File: src/rtl/kts_pkg.sv
`default_nettype none
// ----------------------------------------------------------------------------
// kts_pkg
// Shared types and codes for the keyed table search and delete block.
// ----------------------------------------------------------------------------
package kts_pkg;

	localparam int unsigned KEY_W    = 64;
	localparam int unsigned VALUE_W  = 64;
	localparam int unsigned POS_W    = 7;
	localparam int unsigned COUNT_W  = 8;
	localparam int unsigned STATUS_W = 2;

	// Operation codes carried by the mode field.
	typedef enum logic [1:0] {
		MODE_INSERT = 2'd0,
		MODE_LOOKUP = 2'd1,
		MODE_UPDATE = 2'd2,
		MODE_DELETE = 2'd3
	} mode_t;

	// Result status codes.
	localparam logic [STATUS_W-1:0] STATUS_DONE    = 2'd0;
	localparam logic [STATUS_W-1:0] STATUS_MISSING = 2'd1;
	localparam logic [STATUS_W-1:0] STATUS_FULL    = 2'd2;

	// One table entry as it is stored in the memory.
	typedef struct packed {
		logic [KEY_W-1:0]   key_a;
		logic [KEY_W-1:0]   key_b;
		logic [VALUE_W-1:0] value;
	} entry_t;

endpackage
`default_nettype wire

File: src/rtl/kts_ctrl.sv
`default_nettype none
// ----------------------------------------------------------------------------
// kts_ctrl
// Sequencer: appends, scans the memory for the first match, and compacts the
// table after a delete by copying each later entry down one place.
// ----------------------------------------------------------------------------
module kts_ctrl #(
	parameter int unsigned DEPTH = 128,
	parameter int unsigned IDX_W = 7,
	parameter int unsigned CNT_W = 8
) (
	input  wire logic                           clk,
	input  wire logic                           arst_n,
	input  wire logic                           start,
	input  wire logic [1:0]                     mode,
	input  wire logic [kts_pkg::KEY_W-1:0]      key_a,
	input  wire logic [kts_pkg::KEY_W-1:0]      key_b,
	input  wire logic [kts_pkg::VALUE_W-1:0]    value,
	output logic                                busy,
	output logic                                done,
	output logic [kts_pkg::STATUS_W-1:0]        status,
	output logic [kts_pkg::POS_W-1:0]           position,
	output logic [kts_pkg::VALUE_W-1:0]         found_value,
	output logic [kts_pkg::COUNT_W-1:0]         entry_count,
	output logic                                mem_we,
	output logic [IDX_W-1:0]                    mem_waddr,
	output kts_pkg::entry_t                     mem_wdata,
	output logic [IDX_W-1:0]                    mem_raddr,
	input  wire kts_pkg::entry_t                mem_rdata
);

	typedef enum logic [1:0] {
		ST_IDLE,
		ST_SCAN,
		ST_SHIFT
	} state_t;

	localparam logic [CNT_W-1:0] DEPTH_C = CNT_W'(DEPTH);

	state_t                           state_q;
	kts_pkg::mode_t                   mode_q;
	logic [kts_pkg::KEY_W-1:0]        key_a_q;
	logic [kts_pkg::KEY_W-1:0]        key_b_q;
	logic [kts_pkg::VALUE_W-1:0]      value_q;
	logic [CNT_W-1:0]                 count_q;
	logic [CNT_W-1:0]                 rd_idx_q;
	logic                             vld_s1;
	logic [IDX_W-1:0]                 idx_s1;
	logic [IDX_W-1:0]                 hit_q;
	logic                             done_q;
	logic [kts_pkg::STATUS_W-1:0]     status_q;
	logic [kts_pkg::POS_W-1:0]        pos_q;
	logic [kts_pkg::VALUE_W-1:0]      found_q;

	logic                             rd_more;
	logic                             hit;
	logic                             room;
	logic [CNT_W+kts_pkg::POS_W-1:0]  cnt_pad;
	logic [IDX_W+kts_pkg::POS_W-1:0]  idx_pad;
	logic [IDX_W+kts_pkg::POS_W-1:0]  hit_pad;
	logic [CNT_W+kts_pkg::COUNT_W-1:0] cnt_out_pad;

	assign rd_more = (rd_idx_q < count_q);
	assign hit     = vld_s1 && (mem_rdata.key_a == key_a_q) && (mem_rdata.key_b == key_b_q);
	assign room    = (count_q < DEPTH_C);

	assign cnt_pad     = {{kts_pkg::POS_W{1'b0}}, count_q};
	assign idx_pad     = {{kts_pkg::POS_W{1'b0}}, idx_s1};
	assign hit_pad     = {{kts_pkg::POS_W{1'b0}}, hit_q};
	assign cnt_out_pad = {{kts_pkg::COUNT_W{1'b0}}, count_q};

	assign mem_raddr = rd_idx_q[IDX_W-1:0];

	// Memory write selection. Reads run ahead of writes during compaction, so
	// the two ports never touch the same entry in one cycle.
	always_comb begin
		mem_we    = 1'b0;
		mem_waddr = count_q[IDX_W-1:0];
		mem_wdata = '{key_a: key_a, key_b: key_b, value: value};
		unique case (state_q)
			ST_IDLE: begin
				mem_we = start && (kts_pkg::mode_t'(mode) == kts_pkg::MODE_INSERT) && room;
			end
			ST_SCAN: begin
				if (hit && (mode_q == kts_pkg::MODE_UPDATE)) begin
					mem_we    = 1'b1;
					mem_waddr = idx_s1;
					mem_wdata = '{key_a: key_a_q, key_b: key_b_q, value: value_q};
				end
			end
			ST_SHIFT: begin
				if (vld_s1) begin
					mem_we    = 1'b1;
					mem_waddr = idx_s1 - IDX_W'(1);
					mem_wdata = mem_rdata;
				end
			end
			default: begin
				mem_we = 1'b0;
			end
		endcase
	end

	always_ff @(posedge clk or negedge arst_n) begin
		if (!arst_n) begin
			state_q  <= ST_IDLE;
			mode_q   <= kts_pkg::MODE_INSERT;
			key_a_q  <= '0;
			key_b_q  <= '0;
			value_q  <= '0;
			count_q  <= '0;
			rd_idx_q <= '0;
			vld_s1   <= 1'b0;
			idx_s1   <= '0;
			hit_q    <= '0;
			done_q   <= 1'b0;
			status_q <= kts_pkg::STATUS_DONE;
			pos_q    <= '0;
			found_q  <= '0;
		end else begin
			unique case (state_q)
				ST_IDLE: begin
					vld_s1 <= 1'b0;
					done_q <= start && (kts_pkg::mode_t'(mode) == kts_pkg::MODE_INSERT);
					if (start) begin
						mode_q   <= kts_pkg::mode_t'(mode);
						key_a_q  <= key_a;
						key_b_q  <= key_b;
						value_q  <= value;
						rd_idx_q <= '0;
						if (kts_pkg::mode_t'(mode) == kts_pkg::MODE_INSERT) begin
							found_q <= '0;
							if (room) begin
								status_q <= kts_pkg::STATUS_DONE;
								pos_q    <= cnt_pad[kts_pkg::POS_W-1:0];
								count_q  <= count_q + CNT_W'(1);
							end else begin
								status_q <= kts_pkg::STATUS_FULL;
								pos_q    <= '0;
							end
						end else begin
							state_q <= ST_SCAN;
						end
					end
				end
				ST_SCAN: begin
					vld_s1 <= rd_more;
					idx_s1 <= rd_idx_q[IDX_W-1:0];
					done_q <= (hit && ((mode_q == kts_pkg::MODE_LOOKUP) ||
						(mode_q == kts_pkg::MODE_UPDATE))) || (!hit && !rd_more);
					if (rd_more) begin
						rd_idx_q <= rd_idx_q + CNT_W'(1);
					end
					if (hit) begin
						unique case (mode_q)
							kts_pkg::MODE_LOOKUP: begin
								status_q <= kts_pkg::STATUS_DONE;
								pos_q    <= idx_pad[kts_pkg::POS_W-1:0];
								found_q  <= mem_rdata.value;
								state_q  <= ST_IDLE;
							end
							kts_pkg::MODE_UPDATE: begin
								status_q <= kts_pkg::STATUS_DONE;
								pos_q    <= idx_pad[kts_pkg::POS_W-1:0];
								found_q  <= '0;
								state_q  <= ST_IDLE;
							end
							kts_pkg::MODE_DELETE: begin
								hit_q   <= idx_s1;
								state_q <= ST_SHIFT;
							end
							kts_pkg::MODE_INSERT: begin
								state_q <= ST_IDLE;
							end
						endcase
					end else if (!rd_more) begin
						status_q <= kts_pkg::STATUS_MISSING;
						pos_q    <= '0;
						found_q  <= '0;
						state_q  <= ST_IDLE;
					end
				end
				ST_SHIFT: begin
					vld_s1 <= rd_more;
					idx_s1 <= rd_idx_q[IDX_W-1:0];
					done_q <= !vld_s1;
					if (rd_more) begin
						rd_idx_q <= rd_idx_q + CNT_W'(1);
					end
					if (!vld_s1) begin
						status_q <= kts_pkg::STATUS_DONE;
						pos_q    <= hit_pad[kts_pkg::POS_W-1:0];
						found_q  <= '0;
						count_q  <= count_q - CNT_W'(1);
						state_q  <= ST_IDLE;
					end
				end
				default: begin
					done_q  <= 1'b0;
					state_q <= ST_IDLE;
				end
			endcase
		end
	end

	assign busy        = (state_q != ST_IDLE);
	assign done        = done_q;
	assign status      = status_q;
	assign position    = pos_q;
	assign found_value = found_q;
	assign entry_count = cnt_out_pad[kts_pkg::COUNT_W-1:0];

endmodule
`default_nettype wire

File: config.mk
export PLATFORM = sky130hd
export DESIGN_NAME = kts_ctrl
export DESIGN_NICKNAME = d
export VERILOG_FILES = /design/src/rtl/kts_pkg.sv /design/src/rtl/kts_ctrl.sv
export SDC_FILE = /design/constraint.sdc
export NUM_CORES = 1
export LEC_CHECK = 0
export BUFFER_PORTS_ARGS = -buffer_cell sky130_fd_sc_hd__buf_2
export CAP_MARGIN = 10
export CORE_AREA = 2 2 267 269
export DETAILED_ROUTE_END_ITERATION = 8
export DIE_AREA = 0 0 269 271
export GPL_TIMING_DRIVEN = 0
export HOLD_SLACK_MARGIN = 0.1
export PLACE_DENSITY = 0.52
export SLEW_MARGIN = 0
export SYNTH_ARGS = -nofsm -noshare
export SYNTH_HDL_FRONTEND = slang
export SYNTH_SLANG_ARGS = --single-unit
File: constraint.sdc
create_clock -name clk -period 5.7 [get_ports clk]
set_input_delay 1.71 -clock clk [delete_from_list [all_inputs] [get_ports clk]]
set_output_delay 1.71 -clock clk [all_outputs]
set_load 0.03 [all_outputs]
Word level (Yosys, flattened, before mapping) --
Cells that the tools add are included.
Storage, ports and cells: input bits 389, word-level logic and storage cells 113, output and inout port bits 290, register bits after elaboration 301
Operators by class: add/sub/neg operators 4, order comparisons 2, equal/unequal tests 16, reduce and logical (&&, ||, !) cells 29, muxes and demuxes 48
Operators by type and width (count):
- two-way mux 192 bit | 2
- case mux 192 bit (2 select lines) | 1
- two-way mux 64 bit | 5
- case mux 64 bit (3 select lines) | 1
- == test 64 bit | 2
- case mux 64 bit (2 select lines) | 1
- two-way mux 7 bit | 9
- two-way mux 8 bit | 6
- case mux 8 bit (2 select lines) | 2
- two-way mux 2 bit | 11
- case mux 7 bit (3 select lines) | 1
- adder 8 x 1 -> 8 bit (second input constant) | 2
- case mux 7 bit (2 select lines) | 1
- case mux 2 bit (3 select lines) | 2
- AND reduction 6 bit | 2
- inequality test 2 bit (second input constant) | 5
- < comparator 8 bit | 1
- < comparator 8 bit (second input constant) | 1
- subtractor 8 x 1 -> 8 bit (second input constant) | 1
- logical AND 1 bit | 7
- subtractor 7 x 1 -> 7 bit (second input constant) | 1
- == test 2 bit (second input constant) | 3
- logical NOT 2 bit | 3
- inequality test 3 bit (second input constant) | 2
- other kinds (17) | 27

Depth between registers and ports, before layout --
word-level depth 7, mapped depth 13, gate-level depth less buffers 11

Least setup slack after synthesis --
No wires, ideal clock.
kind in2out, start in mem_rdata[107] in the netlist's numbering, end out mem_wdata[125] in the netlist's numbering, data required time 3.990 ns, cell stages on the path 11, arrival 4.174 ns, path slack -0.184 ns, path buffers 3, cells stage by stage nor2b_1 > a2111o_1 > a2111oi_4 > nand4_2 > nor4_4 > and2_1 > clkbuf_1 > buf_2 > buf_2 > nand4_1 > o211ai_1
RTL lines:
- start: declaration | line kts_ctrl.sv:29 | input wire kts_pkg::entry_t mem_rdata
- end: declaration | line kts_ctrl.sv:27 | output kts_pkg::entry_t mem_wdata,

==> metrics.md <==
| Metric | Value |
|---|---|
| Result of the run | `finished with violations` |
| Violations in the final reports | `negative setup slack` |
| Finished layout cell area | `30540 sq um` |
| Max rail drop VDD | `0.0002286 V` |
| First drt pass iteration count | `5` |
| Total Die Area | `72900 sq um` |
| Unrepaired setup endpoints after global routing | `yes` |
| Effective utilization at floorplan | `0.3153` |
| Aggregate global routing overflow | `0` |
| Layout-stage area growth over the synthesis result | `38.81%` |
| Ratio of total power to cell area | `542.0 nW/um^2` |
| Maximum number of pins on one net before global-route repair | `90` |
| Clock tree root buffer cell | `sky130_fd_sc_hd__clkbuf_16` |
| Predominant post-synthesis flop cell | `sky130_fd_sc_hd__dfrtp_1` |
| Die X | `269 um` |
| Standard-cell row count | `97` |
| Final total power | `0.01655 W` |
| Area of the core | `69790 sq um` |
| Placed Area | `26850 sq um` |
| TritonCTS sink count | `301` |
| Vert. Die Dim | `roughly 270 um` |
| Largest buffer count on any clock path | `3` |
| Clock period minus final worst setup slack | `6.387 ns` |
| CTS HTree Levels | `2` |
| Total routed wirelength | `126100 um` |
| Number of endpoints with negative hold slack in the final report | `0` |
| Nature of the critical path endpoint | `primary output` |
| Sum of met2 wire segment lengths after detailed routing | `58630 um` |
| Post-synthesis instance area | `around 22000 sq um` |
| Reg power frac | `0.222` |
| Net count of the mapped netlist | `2879` |
| Type of the worst setup path | `in -> out` |
| Post-CTS clock slew at the launch and capture registers of the worst setup and hold paths | `0.05 ns` |
| Post-synthesis area per instance | `8.918 sq um` |
| Net switching component of the power | `0.008519 W` |
| Boundary pin count | `679` |
| Pint | `0.008033 W` |
| Vias per std cell | `5.771` |
| Number of hold buffers added after CTS | `0` |
| Number of antenna violations at the first check in global routing | `40` |
| Worst-margin pin slew | `1.317 ns` |
| Nature of the critical path startpoint | `input pin` |
| Number of synthesized flops with an enable pin | `0` |
| DP Cell Count | `4091` |
| Count of cell types in the netlist | `55` |
| Endpoint required time on the critical path | `between 3 and 4 ns` |
| Cell chain of the critical path | `buf_2 > nor2b_1 > a2111o_1 > nor4_4 > nand4_2 > nor4_4 > buf_4 > and2_4 > clkbuf_16 > buf_12 > buf_16 > buf_8 > nand4_1 > o211ai_1 > buf_4` |
| Final standard cell count with taps included and fillers excluded | `4241` |
| Port Buf Inserts | `678` |
| Worst setup timing slack at the placement stage | `-2.068 ns` |
| Worst path max stage delay | `0.44 ns` |
| Net switching share of the total power | `0.5147` |
| Routability Congestion | `0.9548` |
| Slew Limit Fails | `0` |
| Post-route core utilization | `0.4376` |
| Proportion of power drawn by the clock network | `0.166` |
| Clock tree from TritonCTS | `done` |
| Routed wire length per instance | `29.74 um` |
| Share of the yosys chip area belonging to registers | `0.3424` |
| Static leakage | `13.06 nW` |
| Worst Path Arrival | `4.68 ns` |
| Worst Skew | `0.02880 ns` |
| Later-pin clock latency in the skew report | `0.59 ns` |
| Hpwl dp | `97730 um` |
| Async set-reset flop share out of synthesis | `1.000` |
| Flop and latch count out of synthesis | `between 300 and 400` |
| Starting DRT DRC Count | `around 2.2k` |
| Number of global-route vias before repair | `23.34k` |
| Top routing layer in use | `met5` |
| Gate count after technology mapping | `2467` |
| Count of vias placed by the detailed router | `24.47k` |
| Highest net fanout along the worst path | `8` |
| DRT antenna net count | `0` |
| Fraction of power consumed by combinational cells | `0.612` |
| Final worst-path cycle share | `1.120` |
| Global-route usage over all layers | `0.3312` |
| Net total in the final layout | `about 3.7k` |
| Share of final-layout standard cells stronger than drive strength 1 | `0.3569` |
| Clock buffers created by TritonCTS | `41` |
| Wire length on met3 | `9103 um` |
| Min-Delay Path Class | `reg -> reg` |
| Synth warn | `0` |
| Post-route DRC | `0` |
| Number of maximum-capacitance constraint violations | `0` |
| Number of setup violations in the final report | `200` |
| PnR worst setup slack | `-0.6867 ns` |
| Achievable frequency | `156.6 MHz` |
| Slew HR | `0.1217` |
| Global-route wire length before repair | `174100 um` |
| M1 wire length | `52940 um` |
| Worst-path cell with the longest stage delay | `sky130_fd_sc_hd__a2111o_1` |
[kinds of logic (layout without fill, tap and decap cells)]
group | count (synthesis) | count (layout) | share of synthesized area
AO/OA/AOI/OAI | 746 | 746 | 0.2158
AND/OR/NAND/NOR | 645 | 645 | 0.1529
multiplexers | 404 | 404 | 0.1957
flip-flops | 301 | 301 | 0.3424
buffers and inverters | 284 | 1090 | 0.05442
XOR/XNOR | 64 | 64 | 0.02548
adder cells (fa/ha/maj) | 23 | 23 | 0.01342
other | 0 | 28 | 0
[stage by stage]
step                TNS [ns]  hold slack [ns]
floorplan             -1.110           0.4497
global placement    -1495.41           0.4733
detailed placement   -365.62           0.4856
CTS                  -109.75           0.5020
global route         -121.56           0.5110
finish               -112.01           0.4959
[layout by cell type (no fill, tap or decap), drive strengths merged, types with 5 or more instances in the layout]
| cell | netlist | final |
|---|---|---|
| a2111o | 10 | 10 |
| xnor2 | 60 | 60 |
| o211ai | 191 | 191 |
| inv | 51 | 52 |
| nand3 | 85 | 85 |
| clkbuf | 161 | 231 |
| mux2 | 209 | 209 |
| nor2b | 36 | 36 |
| nor3 | 14 | 14 |
| a221o | 7 | 7 |
| clkinv | 1 | 11 |
| a21oi | 14 | 14 |
| o22ai | 5 | 5 |
| nand2b | 80 | 80 |
| diode | 0 | 28 |
| or3 | 6 | 6 |
| nor4 | 15 | 15 |
| nand2 | 221 | 221 |
| o2111ai | 14 | 14 |
| nor2 | 20 | 20 |
| buf | 71 | 793 |
| ha | 22 | 22 |
| o21ai | 410 | 410 |
| a22o | 69 | 69 |
| nand4 | 158 | 158 |
| dfrtp | 301 | 301 |
| mux2i | 195 | 195 |
[registers in the layout (all words and copies together), names as in the netlist]
| register | cells |
|---|---|
| done | 1 |
| entry_count | 8 |
| found_value | 64 |
| hit_q | 7 |
| idx_s1 | 7 |
| key_a_q | 64 |
| key_b_q | 64 |
| mode_q | 2 |
| position | 7 |
| rd_idx_q | 8 |
| state_q | 2 |
| status | 2 |
| value_q | 64 |
| vld_s1 | 1 |
[layer usage]
layer	GRT usage	vias up
met5	0	-
met4	0.1374	20
met3	0.06471	238
met2	0.5250	1161
met1	0.4385	12220
li1	-	10830
[timing repair]
item / in CTS / in global routing
cloned: 10 / 9
pin swaps: 76 / 87
setup endpoints to repair: 200 / 200
gates resized for setup: 308 / 122
setup buffers: 21 / 20
[cell usage after synthesis, drive strengths merged, types with 4 or more instances]
cell type,instances,share of area
o21ai,410,0.093
dfrtp,301,0.34
nand2,221,0.038
mux2,209,0.11
mux2i,195,0.089
o211ai,191,0.065
clkbuf,161,0.027
nand4,158,0.045
nand3,85,0.020
nand2b,80,0.023
buf,71,0.018
a22o,69,0.027
xnor2,60,0.024
inv,51,0.0087
nor2b,36,0.010
ha,22,0.013
nor2,20,0.0034
nor4,15,0.0056
a21oi,14,0.0032
nor3,14,0.0034
o2111ai,14,0.0056
a2111o,10,0.0051
a221o,7,0.0032
or3,6,0.0017
o22ai,5,0.0014
a21o,4,0.0014
and2,4,0.0011
o221ai,4,0.0016
xor2,4,0.0016
[worst max-delay path, delay by kind of cell]
kind	cells	cell delay [ns]
compound gates	2	0.65
buf+inv	7	1.11
simple gates	6	1.16
[final timing paths]
check	start	endpoint	slack [ns]	cells past startpoint
worst max register to register	key_b_q[20]$_DFFE_PN0P_	found_value[33]$_DFFE_PN0P_	1.68	13
worst max-delay path	mem_rdata[129]	mem_wdata[160]	-0.69	15
min in group asynchronous	arst_n	key_b_q[34]$_DFFE_PN0P_	1.04	1
max in group asynchronous	arst_n	value_q[55]$_DFFE_PN0P_	2.90	4
worst min-delay path	found_value[43]$_DFFE_PN0P_	found_value[43]$_DFFE_PN0P_	0.50	1
worst min register to register	found_value[43]$_DFFE_PN0P_	found_value[43]$_DFFE_PN0P_	0.50	1
[power by group through the flow]
stage	registers, W	clock network (W)	logic, W
6_report	0.00368	0.00274	0.0101
5_1_grt	0.00376	0.00285	0.0106
4_1_cts	0.00360	0.00278	0.00995
3_5_place_dp	0.00361	0	0.00936
3_3_place_gp	0.00359	0	0.00931
2_1_floorplan	0.00334	0	0.00592
[area by class of cell]
type	count	area [sq um]
fill	7109	39250
multi-input combinational	1882	13840
sequential	301	7532
timing repair buffer	735	4920
buffer	228	1419
clock buffer	61	1211
tap	940	1176
inverter	52	195.2
clock inverter	14	175.2
antenna	28	70.07
No activity file was read; power rests on OpenSTA's default activity.
